## src/hdl/lesf_pkg.sv

```systemverilog
// ----------------------------------------------------------------------------
// lesf_pkg
// Shared widths and defaults for the largest empty square finder.
// ----------------------------------------------------------------------------
package lesf_pkg;

    localparam int COLS_W       = 9;
    localparam int SIZE_W       = 8;
    localparam int ROW_W        = 7;
    localparam int COL_W        = 8;
    localparam int DEF_MAX_COLS = 256;
    localparam int DEF_MAX_ROWS = 128;

    localparam logic [COLS_W-1:0] COLS_RESET = COLS_W'(256);
    localparam logic [SIZE_W-1:0] SIZE_SAT   = {SIZE_W{1'b1}};

endpackage

```

## src/hdl/lesf_cfg_if.sv

```systemverilog
// ----------------------------------------------------------------------------
// lesf_cfg_if
// Write channel for the column count register.
// ----------------------------------------------------------------------------
interface lesf_cfg_if
    import lesf_pkg::*;
();
    logic              valid;
    logic              ready;
    logic [COLS_W-1:0] columns;

    modport source (output valid, output columns, input ready);
    modport sink   (input valid, input columns, output ready);
endinterface

```

## src/hdl/lesf_cell_if.sv

```systemverilog
// ----------------------------------------------------------------------------
// lesf_cell_if
// Map cell channel, one cell per beat in raster order.
// ----------------------------------------------------------------------------
interface lesf_cell_if;
    logic valid;
    logic ready;
    logic blocked;
    logic last_cell;

    modport source (output valid, output blocked, output last_cell, input ready);
    modport sink   (input valid, input blocked, input last_cell, output ready);
endinterface

```

## src/hdl/lesf_result_if.sv

```systemverilog
// ----------------------------------------------------------------------------
// lesf_result_if
// Result channel, one beat per finished map.
// ----------------------------------------------------------------------------
interface lesf_result_if
    import lesf_pkg::*;
();
    logic              valid;
    logic              ready;
    logic [SIZE_W-1:0] square_size;
    logic [ROW_W-1:0]  top_row;
    logic [COL_W-1:0]  left_col;
    logic              too_large;

    modport source (output valid, output square_size, output top_row,
                    output left_col, output too_large, input ready);
    modport sink   (input valid, input square_size, input top_row,
                    input left_col, input too_large, output ready);
endinterface

```

## src/hdl/lesf_ram.sv

```systemverilog
// ----------------------------------------------------------------------------
// lesf_ram
// Generic single-port-write, single-port-read RAM with registered read.
// ----------------------------------------------------------------------------
module lesf_ram #(
    parameter int WIDTH = 8,
    parameter int DEPTH = 256
) (
    input  logic                     i_clk,
    input  logic                     i_we,
    input  logic [$clog2(DEPTH)-1:0] i_waddr,
    input  logic [WIDTH-1:0]         i_wdata,
    input  logic                     i_re,
    input  logic [$clog2(DEPTH)-1:0] i_raddr,
    output logic [WIDTH-1:0]         o_rdata
);

    logic [WIDTH-1:0] r_mem [DEPTH];
    logic [WIDTH-1:0] r_rdata;

    always_ff @(posedge i_clk) begin
        if (i_we) begin
            r_mem[i_waddr] <= i_wdata;
        end
        if (i_re) begin
            r_rdata <= r_mem[i_raddr];
        end
    end

    assign o_rdata = r_rdata;

endmodule

```

## src/hdl/largest_empty_square_finder.sv

```systemverilog
// ----------------------------------------------------------------------------
// largest_empty_square_finder
// Finds the largest all-empty square in a binary map streamed in raster order.
// ----------------------------------------------------------------------------
// Takes one map cell per clock cycle, back to back, and keeps one line of
// square sides in a single RAM of MAX_COLS entries. The line RAM is read when
// a cell is accepted and written when the min-of-three step runs, as the cell
// leaves the stage register; the result of a map is registered as its last
// cell leaves the stage register and may wait in the output register while
// the next map streams in. The input stalls only when the next map's last
// cell sits in the stage register while the previous result still waits. Ties
// keep the top-most, then left-most square. Rows past MAX_ROWS only set
// too_large. The column count may be written only while the block is idle.
// ----------------------------------------------------------------------------
module largest_empty_square_finder
    import lesf_pkg::*;
#(
    parameter int MAX_COLS = DEF_MAX_COLS,
    parameter int MAX_ROWS = DEF_MAX_ROWS
) (
    input  logic          i_clk,
    input  logic          i_rst_n,
    lesf_cfg_if.sink      i_cfg,
    lesf_cell_if.sink     i_cell,
    lesf_result_if.source o_result
);

    localparam int CIW   = $clog2(MAX_COLS);
    localparam int CNT_W = $clog2(MAX_COLS + 1);
    localparam int RW    = $clog2(MAX_ROWS + 1);

    // configuration and stream counters
    logic [COLS_W-1:0] r_columns;
    logic [CIW-1:0]    r_col_count, n_col_count;
    logic [RW-1:0]     r_row_count, n_row_count;
    logic [CNT_W-1:0]  v_eff_cols;

    // stage one
    logic              r_s1_valid;
    logic              r_s1_blocked;
    logic              r_s1_last;
    logic [CIW-1:0]    r_s1_col;
    logic [RW-1:0]     r_s1_row;
    logic              r_byp;
    logic [SIZE_W-1:0] r_fwd;

    // map state
    logic [SIZE_W-1:0] r_left_size;
    logic [SIZE_W-1:0] r_diag_size;
    logic [SIZE_W-1:0] r_best_size;
    logic [ROW_W-1:0]  r_best_row;
    logic [COL_W-1:0]  r_best_col;
    logic              r_overflow;

    // output register
    logic              r_out_valid;
    logic [SIZE_W-1:0] r_out_size;
    logic [ROW_W-1:0]  r_out_row;
    logic [COL_W-1:0]  r_out_col;
    logic              r_out_ovf;

    logic              v_accept;
    logic              v_s1_fire;
    logic              v_s1_ovf;
    logic              v_we;
    logic [SIZE_W-1:0] v_ram_rdata;
    logic [SIZE_W-1:0] v_up, v_dg, v_lf, v_min, v_side;
    logic              v_better;
    logic [SIZE_W-1:0] n_best_size;
    logic [ROW_W-1:0]  n_best_row;
    logic [COL_W-1:0]  n_best_col;
    logic              n_overflow;
    logic [31:0]       v_row_calc, v_col_calc;

    assign i_cfg.ready = 1'b1;

    assign v_s1_fire = r_s1_valid && (!r_s1_last || !r_out_valid || o_result.ready);
    assign i_cell.ready = !r_s1_valid || v_s1_fire;
    assign v_accept = i_cell.valid && i_cell.ready;

    always_comb begin
        if (r_columns == '0) begin
            v_eff_cols = CNT_W'(1);
        end else if (32'(r_columns) > MAX_COLS) begin
            v_eff_cols = CNT_W'(MAX_COLS);
        end else begin
            v_eff_cols = CNT_W'(r_columns);
        end
    end

    always_comb begin
        n_col_count = r_col_count;
        n_row_count = r_row_count;
        if (v_accept) begin
            if (i_cell.last_cell) begin
                n_col_count = '0;
                n_row_count = '0;
            end else if (32'(r_col_count) + 32'd1 >= 32'(v_eff_cols)) begin
                n_col_count = '0;
                if (32'(r_row_count) < MAX_ROWS) begin
                    n_row_count = r_row_count + RW'(1);
                end
            end else begin
                n_col_count = r_col_count + CIW'(1);
            end
        end
    end

    // min-of-three step
    assign v_s1_ovf = 32'(r_s1_row) >= MAX_ROWS;
    assign v_we     = v_s1_fire && !v_s1_ovf;

    always_comb begin
        v_up = (r_s1_row == '0) ? '0 : (r_byp ? r_fwd : v_ram_rdata);
        v_dg = (r_s1_row == '0 || r_s1_col == '0) ? '0 : r_diag_size;
        v_lf = (r_s1_col == '0) ? '0 : r_left_size;
        v_min = v_up;
        if (v_dg < v_min) begin
            v_min = v_dg;
        end
        if (v_lf < v_min) begin
            v_min = v_lf;
        end
        if (r_s1_blocked) begin
            v_side = '0;
        end else if (v_min == SIZE_SAT) begin
            v_side = SIZE_SAT;
        end else begin
            v_side = v_min + SIZE_W'(1);
        end
    end

    always_comb begin
        v_better    = !v_s1_ovf && (v_side > r_best_size);
        v_row_calc  = 32'(r_s1_row) + 32'd1 - 32'(v_side);
        v_col_calc  = 32'(r_s1_col) + 32'd1 - 32'(v_side);
        n_best_size = v_better ? v_side : r_best_size;
        n_best_row  = v_better ? ROW_W'(v_row_calc) : r_best_row;
        n_best_col  = v_better ? COL_W'(v_col_calc) : r_best_col;
        n_overflow  = r_overflow || v_s1_ovf;
    end

    lesf_ram #(
        .WIDTH (SIZE_W),
        .DEPTH (MAX_COLS)
    ) u_line (
        .i_clk   (i_clk),
        .i_we    (v_we),
        .i_waddr (r_s1_col),
        .i_wdata (v_side),
        .i_re    (v_accept),
        .i_raddr (r_col_count),
        .o_rdata (v_ram_rdata)
    );

    always_ff @(posedge i_clk) begin
        if (!i_rst_n) begin
            r_columns   <= COLS_RESET;
            r_col_count <= '0;
            r_row_count <= '0;
            r_s1_valid  <= 1'b0;
            r_byp       <= 1'b0;
            r_left_size <= '0;
            r_diag_size <= '0;
            r_best_size <= '0;
            r_best_row  <= '0;
            r_best_col  <= '0;
            r_overflow  <= 1'b0;
            r_out_valid <= 1'b0;
        end else begin
            if (i_cfg.valid) begin
                r_columns <= i_cfg.columns;
            end
            r_col_count <= n_col_count;
            r_row_count <= n_row_count;

            if (v_accept) begin
                r_s1_valid <= 1'b1;
                r_byp      <= v_we && (r_s1_col == r_col_count);
            end else if (v_s1_fire) begin
                r_s1_valid <= 1'b0;
            end

            if (v_s1_fire) begin
                if (r_s1_last) begin
                    r_left_size <= '0;
                    r_diag_size <= '0;
                    r_best_size <= '0;
                    r_best_row  <= '0;
                    r_best_col  <= '0;
                    r_overflow  <= 1'b0;
                end else begin
                    if (!v_s1_ovf) begin
                        r_left_size <= v_side;
                        r_diag_size <= v_up;
                    end
                    r_best_size <= n_best_size;
                    r_best_row  <= n_best_row;
                    r_best_col  <= n_best_col;
                    r_overflow  <= n_overflow;
                end
            end

            if (v_s1_fire && r_s1_last) begin
                r_out_valid <= 1'b1;
            end else if (o_result.ready) begin
                r_out_valid <= 1'b0;
            end
        end
    end

    // payload registers
    always_ff @(posedge i_clk) begin
        if (v_accept) begin
            r_s1_blocked <= i_cell.blocked;
            r_s1_last    <= i_cell.last_cell;
            r_s1_col     <= r_col_count;
            r_s1_row     <= r_row_count;
            r_fwd        <= v_side;
        end
        if (v_s1_fire && r_s1_last) begin
            r_out_size <= n_best_size;
            r_out_row  <= n_best_row;
            r_out_col  <= n_best_col;
            r_out_ovf  <= n_overflow;
        end
    end

    assign o_result.valid       = r_out_valid;
    assign o_result.square_size = r_out_size;
    assign o_result.top_row     = r_out_row;
    assign o_result.left_col    = r_out_col;
    assign o_result.too_large   = r_out_ovf;

endmodule

```

## src/flat_wrapper.sv

```systemverilog
// flat-port wrapper written by rule: the top's interface ports become plain ports
module largest_empty_square_finder_flat import lesf_pkg::*;
#(
    parameter int MAX_COLS = DEF_MAX_COLS,
    parameter int MAX_ROWS = DEF_MAX_ROWS
)
  (i_clk, i_rst_n, i_cfg_valid, i_cfg_columns, i_cfg_ready, i_cell_valid, i_cell_blocked, i_cell_last_cell, i_cell_ready, o_result_valid, o_result_square_size, o_result_top_row, o_result_left_col, o_result_too_large, o_result_ready);
  lesf_cfg_if i_cfg_i ();
  lesf_cell_if i_cell_i ();
  lesf_result_if o_result_i ();
  input  logic i_clk;
  input  logic i_rst_n;
  input wire logic [$bits(i_cfg_i.valid)-1:0] i_cfg_valid;
  input wire logic [$bits(i_cfg_i.columns)-1:0] i_cfg_columns;
  output wire logic [$bits(i_cfg_i.ready)-1:0] i_cfg_ready;
  input wire logic [$bits(i_cell_i.valid)-1:0] i_cell_valid;
  input wire logic [$bits(i_cell_i.blocked)-1:0] i_cell_blocked;
  input wire logic [$bits(i_cell_i.last_cell)-1:0] i_cell_last_cell;
  output wire logic [$bits(i_cell_i.ready)-1:0] i_cell_ready;
  output wire logic [$bits(o_result_i.valid)-1:0] o_result_valid;
  output wire logic [$bits(o_result_i.square_size)-1:0] o_result_square_size;
  output wire logic [$bits(o_result_i.top_row)-1:0] o_result_top_row;
  output wire logic [$bits(o_result_i.left_col)-1:0] o_result_left_col;
  output wire logic [$bits(o_result_i.too_large)-1:0] o_result_too_large;
  input wire logic [$bits(o_result_i.ready)-1:0] o_result_ready;
  assign i_cfg_i.valid = i_cfg_valid;
  assign i_cfg_i.columns = i_cfg_columns;
  assign i_cfg_ready = i_cfg_i.ready;
  assign i_cell_i.valid = i_cell_valid;
  assign i_cell_i.blocked = i_cell_blocked;
  assign i_cell_i.last_cell = i_cell_last_cell;
  assign i_cell_ready = i_cell_i.ready;
  assign o_result_valid = o_result_i.valid;
  assign o_result_square_size = o_result_i.square_size;
  assign o_result_top_row = o_result_i.top_row;
  assign o_result_left_col = o_result_i.left_col;
  assign o_result_too_large = o_result_i.too_large;
  assign o_result_i.ready = o_result_ready;
  largest_empty_square_finder #(.MAX_COLS(MAX_COLS), .MAX_ROWS(MAX_ROWS)) u_core (.i_clk(i_clk), .i_rst_n(i_rst_n), .i_cfg(i_cfg_i), .i_cell(i_cell_i), .o_result(o_result_i));
endmodule
```

## config.mk

```make
export PLATFORM = sky130hd
export DESIGN_NAME = largest_empty_square_finder_flat
export DESIGN_NICKNAME = d
export VERILOG_FILES = /design/src/hdl/lesf_pkg.sv /design/src/hdl/lesf_cfg_if.sv /design/src/hdl/lesf_cell_if.sv /design/src/hdl/lesf_result_if.sv /design/src/hdl/lesf_ram.sv /design/src/hdl/largest_empty_square_finder.sv /design/src/flat_wrapper.sv
export SDC_FILE = /design/constraint.sdc
export NUM_CORES = 2
export LEC_CHECK = 0
export BUFFER_PORTS_ARGS = -buffer_cell sky130_fd_sc_hd__buf_4
export CAP_MARGIN = 20
export CORE_ASPECT_RATIO = 0.9
export CORE_MARGIN = 2
export CORE_UTILIZATION = 60
export CTS_CLUSTER_DIAMETER = 50
export DETAILED_ROUTE_END_ITERATION = 16
export PLACE_DENSITY = 0.76
export SYNTH_ARGS = -nofsm -noshare
export SYNTH_HDL_FRONTEND = slang
export SYNTH_SLANG_ARGS = --single-unit
```

## constraint.sdc

```tcl
create_clock -name i_clk -period 36.4 [get_ports i_clk]
set_input_delay 3.64 -clock i_clk [delete_from_list [all_inputs] [get_ports i_clk]]
set_output_delay 3.64 -clock i_clk [all_outputs]
set_load 0.03 [all_outputs]
```

### Word level (Yosys, flattened, before mapping)

Memories as Yosys holds them, arrays and structs flattened. A register that Yosys moved wholly into a read port is not among the register bits.
Cells that the tools add are included.
Widths: inputs -> output; s select.

| word-level totals | value |
|---|---|
| bits in writable memories | 2,048 |
| flip-flop bits (word level) | 118 |
| memories | 1 |

| operators by class | value |
|---|---|
| muxes and demuxes | 32 |
| order comparisons | 7 |
| equality and inequality tests | 3 |
| add/sub/neg operators | 8 |
| reduce and logical (&&, ||, !) cells | 24 |

Memory list:

| memory | words | width | rd ports | clocked after Yosys merged registers in | write ports | line | text |
|---|---|---|---|---|---|---|---|
| u_core.u_line.r_mem | 256 | 8 | 1 | 1 | 1 | lesf_ram.sv:18 | `logic [WIDTH-1:0] r_mem [DEPTH];` |

Operator list:

| kind | count |
|---|---|
| $mux 8 | 21 |
| $add 8x1->8 const B | 4 |
| $ge 32x9->1 | 1 |
| $mux 9 | 2 |
| $logic_not 8->1 | 2 |
| $lt 8x8->1 | 2 |
| $mux 7 | 2 |
| $add 8x1->9 const B | 1 |
| $gt 9x9->1 const B | 1 |
| $logic_not 9->1 | 1 |
| $eq 8x8->1 | 1 |
| $eq 8x8->1 const B | 1 |
| $ge 8x8->1 const B | 1 |
| $gt 8x8->1 | 1 |
| $lt 8x8->1 const B | 1 |
| $reduce_bool 2->1 | 4 |
| $sub 8x8->8 | 1 |
| $add 7x1->7 const B | 1 |
| $mux 1 | 7 |
| $sub 7x7->7 | 1 |
| $logic_and 1x1->1 | 6 |
| $logic_or 1x1->1 | 5 |
| $logic_not 1->1 | 4 |
| $reduce_and 3->1 | 1 |
| 2 further kinds | 2 |

### Logic depth before layout (Yosys ltp)

| depth | value |
|---|---|
| depth in word-level cells | 14 |
| depth in mapped cells | 41 |
| depth with buffers taken out | 37 |

### Cells and area by module

From an unflattened synthesis, not the netlist that was laid out.

| second synthesis, totals | value |
|---|---|
| cell total of the unflattened synthesis | 4,478 |
| area, all modules | 86,880.8 um^2 |

Modules (own cells, without submodules):

| module | area each (um^2) | times used | cells an instance |
|---|---|---|---|
| lesf_ram | 79,636.4 | 1 | 3,733 |
| largest_empty_square_finder | 7,244.4 | 1 | 745 |

### Worst setup path before layout

Ideal clock, no wire load.

| timing | value |
|---|---|
| path kind | register -> register |
| start point | register u_core.r_s1_row[1] |
| end point | register u_core.r_best_row[0] |
| setup slack | 22.050 ns |
| cell stages (with the launch flop) | 33 |
| clock period less this slack | 14.350 ns |
| buffers on the path | 4 |
| data arrival time | 14.232 ns |
| data required time | 36.281 ns |
| path through | edfxtp_1 nor4_1 and2_1 a21oi_1 nand2_1 inv_1 ha_1 a21o_1 a31o_2 a21o_1 or2_1 buf_2 mux2_2 ha_1 a211o_1 a31o_2 a221o_1 a31o_1 clkbuf_1 a21oi_1 ha_1 clkbuf_1 o221ai_1 mux2i_1 nor2_1 nor2_1 ha_1 and4_1 a221oi_1 clkbuf_1 mux2_2 a22oi_1 nor2b_1 |

| between the ends | value |
|---|---|
| word-level cells in the longest chain between the ends | 14 |
| elaborated cells on any way between the ends | 19 |
| classes of those cells | 2 x add/sub; 4 x order compare; 1 x eq/ne; 8 x mux; 4 x reduce/logical |

RTL lines:

| what | line | text |
|---|---|---|
| start: declaration | largest_empty_square_finder.sv:43 | `logic [RW-1:0] r_s1_row;` |
| start signal: assignment | largest_empty_square_finder.sv:218 | `r_s1_row <= r_row_count;` |
| $logic_not 8->1 (*) | largest_empty_square_finder.sv:114, largest_empty_square_finder.sv:115 |  |
| $logic_or 1x1->1 | largest_empty_square_finder.sv:115 | `v_dg = (r_s1_row == '0 \|\| r_s1_col == '0) ? '0 : r_diag_size;` |
| $mux 8 | largest_empty_square_finder.sv:115 |  |
| $lt 8x8->1 | largest_empty_square_finder.sv:118 | `if (v_dg < v_min) begin` |
| $mux 8 (*) | largest_empty_square_finder.sv:118 |  |
| $lt 8x8->1 | largest_empty_square_finder.sv:121 | `if (v_lf < v_min) begin` |
| $mux 8 (*) | largest_empty_square_finder.sv:121 |  |
| $add 8x1->8 / $eq 8x8->1 (equally long branches) | largest_empty_square_finder.sv:129, largest_empty_square_finder.sv:126 |  |
| $mux 8 (*) | largest_empty_square_finder.sv:126 | `end else if (v_min == SIZE_SAT) begin` |
| $mux 8 (*) | largest_empty_square_finder.sv:124 | `if (r_s1_blocked) begin` |
| via u_core.u_line.i_wdata[1] | lesf_ram.sv:12 | `input logic [WIDTH-1:0] i_wdata,` |
| $gt 8x8->1 (*) | largest_empty_square_finder.sv:134 | `v_better = !v_s1_ovf && (v_side > r_best_size);` |
| $logic_and 1x1->1 (*) | largest_empty_square_finder.sv:134 |  |
| $mux 7 (*) | largest_empty_square_finder.sv:138 | `n_best_row = v_better ? ROW_W'(v_row_calc) : r_best_row;` |
| via u_core.n_best_row[0] | largest_empty_square_finder.sv:70 | `logic [ROW_W-1:0] n_best_row;` |
| $mux 7 (*) | largest_empty_square_finder.sv:185 | `if (r_s1_last) begin` |
| end signal: assignment | largest_empty_square_finder.sv:198 | `r_best_row <= n_best_row;` |
| end: declaration | largest_empty_square_finder.sv:51 | `logic [ROW_W-1:0] r_best_row;` |

The timed path passes the listed nets; every way through them passes the cells marked *.
A chain may end at the register's enable or synchronous reset.

### Worst setup path after layout

| timing | value |
|---|---|
| start point | register u_core.r_s1_col[7] |
| end point | register u_core.r_best_row[5] |

| between the ends | value |
|---|---|
| word-level cells in the longest chain between the ends | 14 |
| elaborated cells on any way between the ends | 17 |
| classes of those cells | 2 x add/sub; 3 x order compare; 1 x eq/ne; 8 x mux; 3 x reduce/logical |

RTL lines:

| what | line | text |
|---|---|---|
| start: declaration | largest_empty_square_finder.sv:42 | `logic [CIW-1:0] r_s1_col;` |
| start signal: assignment | largest_empty_square_finder.sv:217 | `r_s1_col <= r_col_count;` |
| $logic_not 8->1 (*) | largest_empty_square_finder.sv:115, largest_empty_square_finder.sv:116 |  |
| $logic_or 1x1->1 | largest_empty_square_finder.sv:115 |  |
| $mux 8 | largest_empty_square_finder.sv:115 |  |
| $lt 8x8->1 | largest_empty_square_finder.sv:118 |  |
| $mux 8 | largest_empty_square_finder.sv:118 |  |
| $lt 8x8->1 | largest_empty_square_finder.sv:121 |  |
| $mux 8 (*) | largest_empty_square_finder.sv:121 |  |
| $add 8x1->8 / $eq 8x8->1 (equally long branches) | largest_empty_square_finder.sv:129, largest_empty_square_finder.sv:126 |  |
| $mux 8 (*) | largest_empty_square_finder.sv:126 |  |
| $mux 8 (*) | largest_empty_square_finder.sv:124 |  |
| via u_core.u_line.i_wdata[5] | lesf_ram.sv:12 |  |
| $gt 8x8->1 | largest_empty_square_finder.sv:134 |  |
| $logic_and 1x1->1 | largest_empty_square_finder.sv:134 |  |
| $mux 7 (*) | largest_empty_square_finder.sv:138 |  |
| via u_core.n_best_row[5] | largest_empty_square_finder.sv:70 |  |
| $mux 7 (*) | largest_empty_square_finder.sv:185 |  |

Marked as above.

==> run metrics <==
status=completed; fin. max-slew vios=0; DR vias=41,140; CP Capture Type=flip-flop; WL per Instance=32.16 um; row cnt=131; Routed Antenna Nets=0; GP Congestion=0.8314; maximum vdd drop=0.05367 mV; final period utilization=27.16%; Nets=4,115; Pint=0.004014 W; Cells after Synth=3,946; total CTS buffers=200; Setup TNS=0 ns; crit path launch type=flip-flop; Core ar.=0.1419 mm^2; syn nets=4,022; async set-or-reset flop fraction in the synthesized netlist=0%; hold violation count in the final report=0; worst skew pair latency=0.86 ns; pre-CTS setup slack=26.49 ns; drt first pass iters=5; Avg Cell Area, Syn=21.79 um^2; EDFF count, synth=2,106; Port Buffers=41; combinational share of power=4.3%; die area=0.1464 mm^2; Hold Path Class=flip-flop to flip-flop; Final HPWL DP=110.7 mm; post-synthesis sequential area ratio=75.13%; worst setup margin=26.51 ns; Area growth syn-to-layout=10.38%; die height=363.1 um; Yosys warnings=0; Synth Cell Area=0.08599 mm^2; RSZ-0062 raised after global routing=no; max-cap viol count=0; Psw=0.001053 W; post_cts resized=0; vias in the first global route=41,566; buffer and inverter count on the worst path=2; hold buffers post-CTS=0; Area contributors post-synth=edfxtp_1, mux4_2, dfxtp_1; relative slew slack=3.570%; LEAKAGE=29.91 nW; initial drt markers=5,687; Reg power frac=54.6%; clock transition at the registers of the reported paths=0.06 ns; io pins=43; Power, Total=0.005067 W; cell family with most CP delay=simple AND/OR/NAND/NOR gates; CTS H-tree depth=4; max reg flops=2,048; Worst path slowest cell=and2_4; CP Data Required Time=37.10 ns; final core occ=66.87%; final setup fails=0; count leader, synth=edfxtp_1; CP max stage delay=0.79 ns; TritonCTS clock tree=done; synthesized flop and latch total=2,174; f_max=0.1011 GHz; first-pass GRT wire length=287.6 mm; top flop regs=u_core.u_line.r_mem x2048, u_core.r_columns x9; clk buf depth=3; Die X=403.1 um; drt total wl=195.1 mm; Finished Layout Cells=6,066; most used cell, CP=ha_1; Data arrival, critical path=10.59 ns; antenna violations before repair=6; slew of the pin with the lowest slew margin=1.446 ns; PwrDens=53.39 mW/mm^2; WS Path Type=flip-flop to flip-flop; Sw Share=20.78%; Crit Path Max Fanout=95; share of cells above drive strength 1=26.49%; Synth top area share=73.54%; Initial Util=60.58%; drt via density=6.782; post-synth top area cell=edfxtp_1; post-CTS setup buffers=0; Total GRT Usage=27.18%; Commonest cells post-synth=edfxtp_1, mux4_2, nor2_1; Biggest register=u_core.u_line.r_mem; clk sinks=2,174; clock share of power=41.1%; drt drc=0; Cell variety after synth=75; Top FF cell, synth=edfxtp_1; fin crit period=9.888 ns; Clock Tree Root=clkbuf_16; largest net degree at the start of global routing=258; gr ovfl total=0; clock skew=0.05152 ns; Inst Count DP=5,693
-- final timing paths --
check             depth (start not counted)  slack, ns            startpoint                   end
setup / recovery                         30      26.51    u_core.r_s1_col[7]  u_core.r_best_row[5]
hold / removal                            2       0.46  u_core.r_best_col[7]  u_core.r_best_col[7]
setup reg to reg                         30      26.51    u_core.r_s1_col[7]  u_core.r_best_row[5]
hold reg to reg                           2       0.46  u_core.r_best_col[7]  u_core.r_best_col[7]
-- worst min-delay path: stages, from the launching register on --
cell     delay (ns)
dfxtp_1        0.32
nand2_1        0.05
o21ai_1        0.05
-- power groups by stage --
stage | sequential, W | combinational [W] | clock, W
after floorplan | 0.00283 | 0.000142 | 0
after global placement | 0.00282 | 0.000210 | 0
final | 0.00276 | 0.000218 | 0.00208
after detailed placement | 0.00282 | 0.000216 | 0
after global routing | 0.00276 | 0.000234 | 0.00219
after CTS | 0.00276 | 0.000218 | 0.00211
-- cells in the final DEF, fill, tap and decap left out, types with 7 or more instances in the layout --
cell type,instances
clkinv_1,56
and2_1,14
a22oi_1,22
clkbuf_1,38
nand3_1,29
a21boi_0,14
nor2_1,290
nand2_1,82
nor3_1,9
edfxtp_1,2106
a21oi_1,27
xor2_1,11
xnor2_1,19
nand4_1,8
nor2b_1,41
mux2_2,18
a21o_1,17
mux2i_1,20
o21a_1,7
clkinv_2,29
o21ai_0,33
bufinv_16,21
buf_4,99
ha_1,58
clkbuf_16,203
inv_1,41
and3_1,12
dfxtp_1,62
mux4_2,680
-- metal layers --
layer  track usage, %  up-vias  wire length (um)
li1                 -    16673                 -
met1            40.02    21759             76100
met2            41.98     2405             92980
met3            5.806      299             20830
met4            8.027        4              5143
met5                0        -                34
-- layout make-up --
class | count | area [um^2]
Multi-Input combinational cell | 1511 | 20400
Tap cell | 1862 | 2330
Clock buffer | 242 | 5236
Timing Repair Buffer | 109 | 928.4
Antenna cell | 2 | 5.005
Sequential cell | 2174 | 64620
Clock inverter | 123 | 1227
Inverter | 43 | 168.9
Fill cell | 8605 | 47030
-- logic make-up after synthesis --
kind of cell             Yosys count  share of synthesized area, %
flip-flops                      2174                         75.13
multiplexers                     718                         18.28
AND/OR/NAND/NOR                  530                         2.778
buffers and inverters            261                         1.227
AO/OA/AOI/OAI                    172                         1.391
adder cells (fa/ha/maj)           60                        0.8905
XOR/XNOR                          30                        0.3056
other                              1                      0.004361
-- stage by stage --
stage,hold WS [ns],cell area (um^2)
finish,0.4602,94920
global route,0.4852,94910
CTS,0.4527,94820
detailed placement,0.4455,88350
global placement,0.4427,88350
floorplan,0.4064,85990
No activity file was read; power rests on OpenSTA's default activity.
